## src/tppp_pkg.sv

```systemverilog
// ----------------------------------------------------------------------------
// tppp_pkg
// Shared constants, types and the arctangent table for the two-plane track
// projection block.
// ----------------------------------------------------------------------------
package tppp_pkg;

  // Default geometry of the datapath.
  localparam int POS_WIDTH_DEF     = 24;
  localparam int CORDIC_STAGES_DEF = 16;

  // Configuration register widths.
  localparam int ROT_W   = 18;
  localparam int SHIFT_W = 24;
  localparam int RATIO_W = 20;
  localparam int CFG_DATA_W = 24;
  localparam int CFG_IDX_W  = 3;

  // Angle arithmetic: internal accumulator and output field widths.
  localparam int ANGLE_W   = 19;
  localparam int ZW        = 21;
  localparam int GUARD_BITS = 2;

  localparam logic signed [ZW-1:0] PI_Q16   = ZW'(205887);
  localparam logic [23:0]          GAIN_Q24 = 24'd10188014;

  // Register indexes of the configuration port.
  typedef enum logic [CFG_IDX_W-1:0] {
    REG_ROT_COS      = 3'd0,
    REG_ROT_SIN      = 3'd1,
    REG_SHIFT_X      = 3'd2,
    REG_SHIFT_Y      = 3'd3,
    REG_EXTRAP_RATIO = 3'd4
  } cfg_reg_t;

  // Arctangent of 2^-i in Q2.16 radians.
  function automatic logic signed [ZW-1:0] atan_q16(input int idx);
    logic signed [ZW-1:0] val;
    case (idx)
      0:       val = ZW'(51472);
      1:       val = ZW'(30386);
      2:       val = ZW'(16055);
      3:       val = ZW'(8150);
      4:       val = ZW'(4091);
      5:       val = ZW'(2047);
      6:       val = ZW'(1024);
      7:       val = ZW'(512);
      8:       val = ZW'(256);
      9:       val = ZW'(128);
      10:      val = ZW'(64);
      11:      val = ZW'(32);
      12:      val = ZW'(16);
      13:      val = ZW'(8);
      14:      val = ZW'(4);
      15:      val = ZW'(2);
      16:      val = ZW'(1);
      default: val = '0;
    endcase
    return val;
  endfunction

endpackage

```

## src/tppp_cordic_stage.sv

```systemverilog
// ----------------------------------------------------------------------------
// tppp_cordic_stage
// One registered vectoring iteration of the CORDIC: rotates the vector
// toward the positive x axis by the arctangent of 2^-IDX.
// ----------------------------------------------------------------------------
module tppp_cordic_stage
  import tppp_pkg::*;
#(
  parameter int CW  = 40,
  parameter int IDX = 0
) (
  input  logic                 clk,
  input  logic                 en,
  input  logic signed [CW-1:0] x_i,
  input  logic signed [CW-1:0] y_i,
  input  logic signed [ZW-1:0] z_i,
  output logic signed [CW-1:0] x_o,
  output logic signed [CW-1:0] y_o,
  output logic signed [ZW-1:0] z_o
);

  localparam logic signed [ZW-1:0] ATAN = atan_q16(IDX);

  logic signed [CW-1:0] x_r, y_r, x_nxt, y_nxt, dx, dy;
  logic signed [ZW-1:0] z_r, z_nxt;

  always_comb begin
    dx = y_i >>> IDX;
    dy = x_i >>> IDX;
    if (!y_i[CW-1]) begin
      x_nxt = x_i + dx;
      y_nxt = y_i - dy;
      z_nxt = z_i + ATAN;
    end else begin
      x_nxt = x_i - dx;
      y_nxt = y_i + dy;
      z_nxt = z_i - ATAN;
    end
  end

  always_ff @(posedge clk) begin
    if (en) begin
      x_r <= x_nxt;
      y_r <= y_nxt;
      z_r <= z_nxt;
    end
  end

  assign x_o = x_r;
  assign y_o = y_r;
  assign z_o = z_r;

endmodule

```

## config.mk

```make
export PLATFORM = sky130hd
export DESIGN_NAME = tppp_cordic_stage
export DESIGN_NICKNAME = d
export VERILOG_FILES = /design/src/tppp_pkg.sv /design/src/tppp_cordic_stage.sv
export SDC_FILE = /design/constraint.sdc
export NUM_CORES = 1
export LEC_CHECK = 0
export BUFFER_PORTS_ARGS = -buffer_cell sky130_fd_sc_hd__buf_2
export CELL_PAD_IN_SITES_DETAIL_PLACEMENT = 1
export CELL_PAD_IN_SITES_GLOBAL_PLACEMENT = 1
export CORE_MARGIN = 2
export CORE_UTILIZATION = 43
export DETAILED_ROUTE_END_ITERATION = 10
export HOLD_SLACK_MARGIN = 0.06
export PLACE_DENSITY_LB_ADDON = 0.3
export SLEW_MARGIN = 20
export SYNTH_ARGS = -nofsm -noshare
export SYNTH_HDL_FRONTEND = slang
export SYNTH_SLANG_ARGS = --single-unit
```

## constraint.sdc

```tcl
create_clock -name clk -period 3.5 [get_ports clk]
set_input_delay 0 -clock clk [delete_from_list [all_inputs] [get_ports clk]]
set_output_delay 0 -clock clk [all_outputs]
set_load 0.02 [all_outputs]
```

# [Word level (Yosys, flattened, before mapping)]
# Index checks and enable logic that the tools add are counted.
[word_totals] register_bits=101 in_bits=103 out_inout_bits=101 elab_cells=11
[op_classes] n_addsub=5 muxes=3
[op_table] cell="$mux W40" n=2
[op_table] cell="$sub A40 B40 Y40" n=2
[op_table] cell="$add A40 B40 Y40" n=1
[op_table] cell="$add A21 B17 Y21 const B" n=1
[op_table] cell="$mux W21" n=1
[op_table] cell="$sub A21 B17 Y21 const B" n=1

# [Longest topological paths before layout]
# Gate-level depths: netlist (run 1).
[logic_depth] ltp_word=2 mapped_depth=14 ltp_nobuf=12

# [Worst setup path after synthesis (run 1)]
# No wires, ideal clock.
[synth_path] path_type="input -> register" from="input port y_i[39]" to="register z_r[20] (netlist: z_o[20]) (data pin)" t_arrival_ns=2.656 required_ns=3.240 path_slack_ns=0.585 path_stages=14 path_buffers=3 path_cell_list="inv_1 clkbuf_1 buf_1 clkbuf_1 fa_1 nor2b_1 o21ai_0 a21boi_0 o21ai_0 a211o_1 a31oi_1 a221o_1 a21oi_1 xnor2_1"
[synth_between] elab_chain_cells=1
[synth_lines] item="from (decl)" line_no="tppp_cordic_stage.sv:15" text="input logic signed [CW-1:0] y_i,"
[synth_lines] item="$mux W21" line_no="tppp_cordic_stage.sv:30" text="if (!y_i[CW-1]) begin"
[synth_lines] item="net z_nxt[20]" line_no="tppp_cordic_stage.sv:25" text="logic signed [ZW-1:0] z_r, z_nxt;"
[synth_lines] item="to (signal assigned)" line_no="tppp_cordic_stage.sv:45" text="z_r <= z_nxt;"
[synth_lines] item="to (decl)" line_no="tppp_cordic_stage.sv:25"
# The timed path passes the listed nets, and every way through them passes these cells.
# A chain may end at the register's enable or synchronous reset.

# [Final worst setup path (run 1)]
[layout_path] from="input port x_i[11]" to="register y_r[30] (netlist: y_o[30]) (data pin)"
[layout_between] elab_chain_cells=2 elab_cells_between_ends=3 classes_between="add/sub (2); mux (1)"
[layout_lines] item="from (decl)" line_no="tppp_cordic_stage.sv:14" text="input logic signed [CW-1:0] x_i,"
[layout_lines] item="$sub A40 B40 Y40 / $add A40 B40 Y40 (equally long branches)" line_no="tppp_cordic_stage.sv:32, tppp_cordic_stage.sv:36"
[layout_lines] item="$mux W40 *" line_no="tppp_cordic_stage.sv:30"
[layout_lines] item="net y_nxt[30]" line_no="tppp_cordic_stage.sv:24" text="logic signed [CW-1:0] x_r, y_r, x_nxt, y_nxt, dx, dy;"
[layout_lines] item="to (signal assigned)" line_no="tppp_cordic_stage.sv:44" text="y_r <= y_nxt;"
[layout_lines] item="to (decl)" line_no="tppp_cordic_stage.sv:24"
# The timed path passes the listed nets; every way through them passes the cells marked *.

==> reports/qor.csv, run 1 <==
metric,value,unit
start_util,0.438,
crit_required,3.62,ns
placed_area,12700,um2
cts.clk_slew.worst_paths,0.08,ns
grt_max_degree,101,
core,25200,um2
drv_slew,0,
cts_buffers,9,
htree_num_levels,3,
port_buffers,203,
relSlewSlack,0.476,
rsz0062_at_grt,no,
clock_path_buffers,2,
critPathLaunchType,input port,
antenna_found_initial,0,
drt_wl_total,40700,um
cap_violations,0,
cts.sinks,100,
worst_slew_pin_slew,0.786,ns
powerDensity,384,nW/um2
dp_cells,1903,
hold_path_class,input port to flip-flop,
ys_warn_count,0,
ys_types,67,
tns,0,ns
drt_first_pass_iters,5,
gp_congestion,0.944,
cts_setup_buffers,0,
grt_pass1_wl,63300,um
grt_pass1_vias,11600,
async_flop_share,0,
n_fill_cell,3163,
core.rowCount,58,
final_antenna_net_count,0,
hold_viol,0,
pre_cts_slack,0.0403,ns
min_period_over_period,0.911,
hpwl,32200,um
synth-main-ff-cell,edfxtp_1,
end_kind,flip-flop,
grt_use_total,0.299,
synthTopCellsByArea,"edfxtp_1 (27%), ha_1 (15%), a21oi_1 (8.3%)",
grt-ovfl-total,0,
p_leak,5.83,nW
insertedDiodeCount,0,
root_buffer,clkbuf_16,
fmax,0.314,GHz
ir_drop,0.000205,V
whs_path_depth,3,
tritoncts,built,
synth_top_area_share,0.272,
syn_nets,1607,
yosys.area.top_type,edfxtp_1,
period_needed,3.19,ns
synth.avg_cell_area,8.06,um2
critPathKind,input port to flip-flop,
dieArea,27000,um2
syn_to_final_growth,18.6,%
die_w,164,um
viasPerCell,5.91,
synthCells,1368,
cp_max_fo,5,
io_pins,204,
setup_ws,0.311,ns
num_vias,11400,
drt_iter0_drc,932,
nNetsFinal,1831,
die_h,164,um
arrival,3.31,ns
drive_gt1_frac,0.186,
synth_area,11000,um2
synth_edf_count,100,
wire_per_inst,21.1,um
stdcell_count,1927,
drcViolationCount,0,
yosysSeqAreaShare,0.272,
synth-seq-cells,100,
holdWs,0.0796,ns
setup_violations,0,
final_area,13100,um2
status,"finished, final reports clean",
## cells in the final DEF, fill, tap and decap left out, types with 33 or more instances in the layout
cell type  count
buf_4         61
a21oi_1      182
xnor2_1       76
edfxtp_1     100
o21ai_0       92
buf_2        201
inv_1        123
nor3_1        33
ha_1         132
nor2_1       129
nand2_1       76
## path summary, 6_finish.rpt
kind | slack, ns | endpoint | startpoint
hold / removal | 0.08 | z_o[19] | z_i[19]
setup / recovery | 0.31 | y_o[30] | x_i[11]
## worst max-delay path: stages
cell      delay (ns)
buf_2           0.10
inv_1           0.04
ha_1            0.30
or3_1           0.46
or4b_1          0.51
a31oi_1         0.40
o221ai_2        0.23
a21oi_4         0.28
a211oi_2        0.17
o41ai_1         0.46
a21oi_1         0.16
xnor2_1         0.18
## cell type report
type	count	area (um2)	share of cell area
multi-input combinational	1079	7300	0.558
sequential	100	3000	0.229
timing repair buffer	271	1560	0.119
inverter	131	492	0.0376
tap	330	413	0.0315
clock buffer	9	225	0.0172
clock inverter	7	87.6	0.00669
## sequential cells by signal (all words and copies together), names as in the netlist
register and count:
z_o 21, y_o 39, x_o 40
## per-layer routing
metal  part of all wire  global-route usage  wire length (um)
met2               0.46               0.491             18700
met4              0.025              0.0957              1030
met5                  0                   0                 0
met1               0.45               0.409             18500
met3              0.062              0.0351              2540
## Yosys cell counts, types with 4 or more instances
master and instances:
o21a_1 12, nand2b_1 12, or2_2 9, mux2i_1 13
and3_1 5, a211oi_1 12, nand4_1 26, xor2_1 14
edfxtp_1 100, a211o_1 4, nor2_1 129, xnor2_1 76
a21o_1 31, nor3_1 33, o221ai_1 5, or3_1 9
a21boi_0 5, nand3_1 30, a21oi_1 182, o21bai_1 29
fa_1 4, inv_1 124, ha_1 132, nand2_1 76
clkinv_1 6, a31oi_1 18, buf_1 11, a311oi_1 5
nor2b_1 16, clkbuf_1 42, o31ai_1 13, o211ai_1 17
and2_1 9, nor4_1 9, a221oi_1 6, o21ai_0 92
o22ai_1 4
## cells by family after synthesis
group,Yosys count,share of synthesized area
xor gates and xnor gates,90,0.0715
DFF,100,0.272
muxes,14,0.0128
adders and majority gates,136,0.157
and+or+nand+nor,370,0.157
AOI/OAI and AO/OA,469,0.263
buffers and inverters,189,0.0657
## what timing repair did
item	in CTS	in global routing
gates resized for setup	0	0
hold buffers	8	0
endpoints found under the hold margin	9	0
## power by group
part	switching (mW)	leakage, nW	internal [mW]
Combinational	1.45	4.70	0.806
Sequential	0.0612	0.979	1.59
Clock	0.542	0.155	0.576
Total	2.05	5.83	2.97
## through the flow
| step | utilization | total power, mW |
|---|---|---|
| 3_3_place_gp | 0.504 | 3.82 |
| 3_5_place_dp | 0.504 | 3.88 |
| 2_1_floorplan | - | 3.06 |
| 6_report | 0.520 | 5.02 |
| 5_1_grt | 0.520 | 5.27 |
| 4_1_cts | 0.520 | 5.01 |
Note: power is estimated with default switching activity, not from simulation.
==> run 2: changes to the inputs <==
--- a/config.mk
+++ b/config.mk
@@ -5,11 +5,12 @@
 export SDC_FILE = /design/constraint.sdc
 export NUM_CORES = 1
 export LEC_CHECK = 0
+export ABC_AREA = 1
 export BUFFER_PORTS_ARGS = -buffer_cell sky130_fd_sc_hd__buf_2
 export CELL_PAD_IN_SITES_DETAIL_PLACEMENT = 1
 export CELL_PAD_IN_SITES_GLOBAL_PLACEMENT = 1
 export CORE_MARGIN = 2
-export CORE_UTILIZATION = 43
+export CORE_UTILIZATION = 41
 export DETAILED_ROUTE_END_ITERATION = 10
 export HOLD_SLACK_MARGIN = 0.06
 export PLACE_DENSITY_LB_ADDON = 0.3
==> reports/qor.csv, run 2 <==
metric,value,unit
syn_nets,2280,
postCtsHoldBufs,8,
crit_top_cell,nand2_1,
gp_congestion,0.964,
ys_types,43,
drive_gt1_frac,0.142,
swShare,0.454,
largest_reg_flops,40,
num_vias,14200,
wire_per_inst,20.3,um
syn_to_final_growth,12.2,%
cts_buffers,9,
clock_path_buffers,2,
post_cts_resized,0,
grt_pass1_vias,14700,
critPathKind,input port to flip-flop,
start_util,0.415,
io_pins,204,
utilization,0.466,
cts.sinks,100,
combPwrFrac,0.465,
viasPerCell,5.41,
die_w,182,um
yosysSeqAreaShare,0.230,
layout_common_cells,"nand2_1 (604), inv_1 (317), buf_2 (201)",
htree_num_levels,3,
dieArea,33200,um2
slowest_stage,dlygate4sd3_1,
grt_max_degree,53,
die_h,182,um
synth_edf_count,100,
drt_first_pass_iters,5,
root_buffer,clkbuf_16,
core.rowCount,65,
drt_wl_total,53300,um
port_buffers,203,
slowest_delay,0.53,ns
p_clk_frac,0.227,
internal-power,2.83,mW
hpwl,45300,um
async_flop_share,0,
min_period_over_period,0.817,
hold_path_class,input port to flip-flop,
status,"finished, final reports clean",
p_seq_frac,0.308,
grt_pass1_wl,80900,um
synth.most_common_cell,nand2_1,
ys_warn_count,0,
final_common_cell,nand2_1,
cts_setup_buffers,0,
cp_num_buf_inv,3,
arrival,3.01,ns
rsz0062_at_grt,no,
relSlewSlack,0.485,
period_needed,2.86,ns
worst_slew_pin_slew,0.773,ns
drt_iter0_drc,878,
yosys.area.top_type,edfxtp_1,
drcViolationCount,0,
critPathLaunchType,input port,
final_antenna_net_count,0,
tritoncts,built,
cp_cell_sequence,dlygate4sd3_1 > buf_2 > inv_1 > ha_1 > fa_1 > o21ai_0 > a21oi_1 > o21ai_1 > nand2_1 > nand2_1 > nand2_1 > nand3_1 > nand2_1,
cap_violations,0,
grt-ovfl-total,0,
cts.clk_slew.worst_paths,0.08,ns
ir_drop,0.000274,V
drv_slew,0,
fmax,0.350,GHz
synth-main-ff-cell,edfxtp_1,
p_switching,2.36,mW
p_leak,7.64,nW
grt_use_total,0.319,
hold_viol,0,
cp_top_family,compound AO/OA/AOI/OAI gates,
tns,0,ns
cp_max_fo,4,
synth-seq-cells,100,
core,31400,um2
antenna_found_initial,0,
synthTopCellsByArea,"edfxtp_1 (23%), nand2_1 (17%), ha_1 (13%)",
n_fill_cell,4326,
powerDensity,355,nW/um2
end_kind,flip-flop,
setup_violations,0,
synthCells,2041,
synth_area,13000,um2
synth.avg_cell_area,6.38,um2
crit_required,3.65,ns
ys_top_cells_by_count,"nand2_1 (604), inv_1 (317), nand3_1 (167)",
insertedDiodeCount,0,
synth_top_area_share,0.230,
nNetsFinal,2453,
==> run 2: cell count changes after synthesis, moves of 19 or more <==
cell	change
nor2_2	+30
nor3_1	-19
xnor2_1	-72
xor2_1	+27
clkbuf_1	-36
a21o_1	-25
nand2_2	+24
nor2_1	+28
nand2_1	+528
nand3_1	+137
a21oi_1	-25
inv_1	+193
buf_4	+26
==> run 2: power groups by stage <==
stage,registers (mW),clock network [mW],logic (mW)
final,1.60,1.18,2.41
after global routing,1.61,1.24,2.63
after CTS,1.60,1.20,2.39
after detailed placement,1.63,0,2.37
after global placement,1.62,0,2.31
after floorplan,1.84,0,1.33
==> run 2: logic make-up after synthesis <==
logic type	synth area share
flip-flops	0.230
XOR/XNOR	0.0302
AO/OA/AOI/OAI	0.133
adder cells (fa/ha/maj)	0.133
multiplexers	0.000768
AND/OR/NAND/NOR	0.349
buffers and inverters	0.124
==> run 2: final timing paths <==
kind | startpoint | to | slack, ns | cells past startpoint
worst max-delay path | y_i[0] | y_o[32] | 0.64 | 13
worst min-delay path | z_i[10] | z_o[10] | 0.10 | 3
==> run 2: metrics by stage <==
step / hold WS, ns / power, mW / area [um2] / cells / setup slack [ns]
CTS: 0.0929 / 5.20 / 14600 / 2621 / 0.752
finish: 0.105 / 5.19 / 14600 / 2621 / 0.641
floorplan: 0.0989 / 3.17 / 13000 / 2041 / 1.22
global placement: 0.180 / 3.93 / 14200 / 2597 / 0.876
detailed placement: 0.190 / 4.00 / 14200 / 2597 / 0.861
global route: 0.124 / 5.48 / 14600 / 2621 / 0.540
==> run 2: metal layers <==
metal  GRT usage  part of all wire  vias up
met5           0                 0        -
met4       0.120             0.032        0
met3      0.0441             0.055       87
met2       0.548              0.47      414
met1       0.408              0.44     6813
li1            -                 -     6858
==> run 2: layout make-up <==
type,instances,area [um2],area share
repair buffers,217,1150,0.0784
inverters,328,1230,0.0842
flip-flops and latches,100,3000,0.205
clock buffers,9,225,0.0154
well taps,402,503,0.0344
multi-input cells,1558,8410,0.575
clock inverters,7,103,0.00702
==> run 3: changes to the inputs <==
--- a/config.mk
+++ b/config.mk
@@ -10,7 +10,7 @@
 export CELL_PAD_IN_SITES_DETAIL_PLACEMENT = 1
 export CELL_PAD_IN_SITES_GLOBAL_PLACEMENT = 1
 export CORE_MARGIN = 2
-export CORE_UTILIZATION = 41
+export CORE_UTILIZATION = 37
 export DETAILED_ROUTE_END_ITERATION = 10
 export HOLD_SLACK_MARGIN = 0.06
 export PLACE_DENSITY_LB_ADDON = 0.3
==> constraint.sdc (replaced) <==
create_clock -name clk -period 2.57 [get_ports clk]
set_input_delay 0 -clock clk [delete_from_list [all_inputs] [get_ports clk]]
set_output_delay 0 -clock clk [all_outputs]
set_load 0.02 [all_outputs]
==> reports/qor.csv, run 3 (synthesized netlist as in run 2, its figures left out) <==
metric,value,unit
status,"finished, final reports clean",
wire_per_inst,19.6,um
regArea,3000,um2
end_kind,flip-flop,
die_h,192,um
grt_max_degree,78,
worstHoldStart,z_i[9],
cts_buffers,9,
viasPerCell,5.26,
cts.clk_slew.worst_paths,0.09,ns
nNetsFinal,2482,
tritoncts,built,
start_util,0.376,
io_pins,204,
htree_num_levels,3,
layout_common_cells,"nand2_1 (601), inv_1 (317), buf_2 (201)",
critPathLaunchType,input port,
cp_max_fo,4,
grt_pass1_vias,14600,
port_buffers,203,
drt_iter0_drc,829,
p_leak,7.79,nW
setup_violations,0,
crit_required,2.73,ns
cts.sinks,100,
total_power,7.15,mW
hold_viol,0,
hold_path_class,input port to flip-flop,
final_antenna_net_count,0,
final_common_cell,nand2_1,
gp_congestion,0.962,
relSlewSlack,0.369,
arrival,2.60,ns
drt_wl_total,53100,um
fmax,0.409,GHz
pre_cts_slack,-0.0179,ns
cp-startpoint,y_i[0],
drcViolationCount,0,
insertedDiodeCount,0,
core.rowCount,68,
setup_ws,0.125,ns
n_fill_cell,4725,
num_vias,14200,
ir_drop,0.000357,V
grt-ovfl-total,0,
drive_gt1_frac,0.157,
critPathKind,input port to flip-flop,
root_buffer,clkbuf_16,
core,34600,um2
period_needed,2.44,ns
cap_violations,0,
drv_slew,0,
die_w,192,um
grt_pass1_wl,80400,um
min_period_over_period,0.951,
antenna_found_initial,0,
rsz0062_at_grt,no,
powerDensity,478,nW/um2
syn_to_final_growth,14.7,%
largest_reg_flops,40,
dieArea,36700,um2
worst_slew_pin_slew,0.946,ns
multiInputGateArea,8440,um2
hpwl,45000,um
drt_first_pass_iters,5,
clock_path_buffers,2,
grt_use_total,0.288,
==> run 3: cell types whose count changed in the layout (fill, tap and decap cells not counted), moves of 2 or more <==
cell / change
nor2_2: +2
clkinv_8: -2
fa_2: +2
buf_4: +28
nand2_1: -3
nand2_2: +3
fa_1: -2
nor2_1: -2
==> run 3: what timing repair did <==
action                                 4_1_cts  5_1_grt
hold buffers                                 8        0
setup buffers                                0        0
setup endpoints to repair                    0       19
resized for setup                            0       12
endpoints found under the hold margin        8        0
==> run 3: final cells by class <==
| class | instances | area share |
|---|---|---|
| clock buffer | 10 | 0.0153 |
| timing repair buffer | 246 | 0.0921 |
| tap | 455 | 0.0381 |
| clock inverter | 6 | 0.00628 |
| sequential | 100 | 0.201 |
| inverter | 328 | 0.0824 |
| multi-input combinational | 1558 | 0.565 |
==> run 3: report_power, final <==
part	leakage, nW	internal [mW]	switching [mW]
clock	0.159	0.869	0.751
combinational	6.66	1.02	2.33
sequential	0.977	2.11	0.0734
==> run 3: routing by layer <==
metal | GRT usage | wire [um] | part of all wire
met5 | 0 | 0 | 0
met1 | 0.375 | 24000 | 0.45
met2 | 0.490 | 24700 | 0.46
met4 | 0.0976 | 1620 | 0.031
met3 | 0.0376 | 2780 | 0.052
==> run 3: through the flow <==
step | hold WS [ns] | std cells | util | TNS, ns | area, um2
after floorplan | 0.0989 | 2041 | - | 0 | 13000
after global placement | 0.181 | 2679 | 0.419 | 0 | 14500
after detailed placement | 0.188 | 2679 | 0.419 | -0.0179 | 14500
after CTS | 0.100 | 2703 | 0.431 | 0 | 14900
after global routing | 0.141 | 2703 | 0.432 | 0 | 14900
final | 0.124 | 2703 | 0.432 | 0 | 14900
==> run 3: path summary, 6_finish.rpt <==
check / endpoint / slack (ns) / cells past startpoint
setup / recovery: y_o[18] / 0.13 / 15
hold / removal: z_o[9] / 0.12 / 3
==> run 3: critical path: stages <==
cell,delay [ns]
dlygate4sd3_1,0.53
buf_2,0.14
ha_1,0.22
fa_2,0.37
nand2_1,0.12
nand2_2,0.11
nand3_1,0.09
nand2_1,0.15
nand2_1,0.09
nand2_1,0.08
nand2_1,0.07
nand2_1,0.13
xor2_1,0.21
o21ai_0,0.10
buf_4,0.17
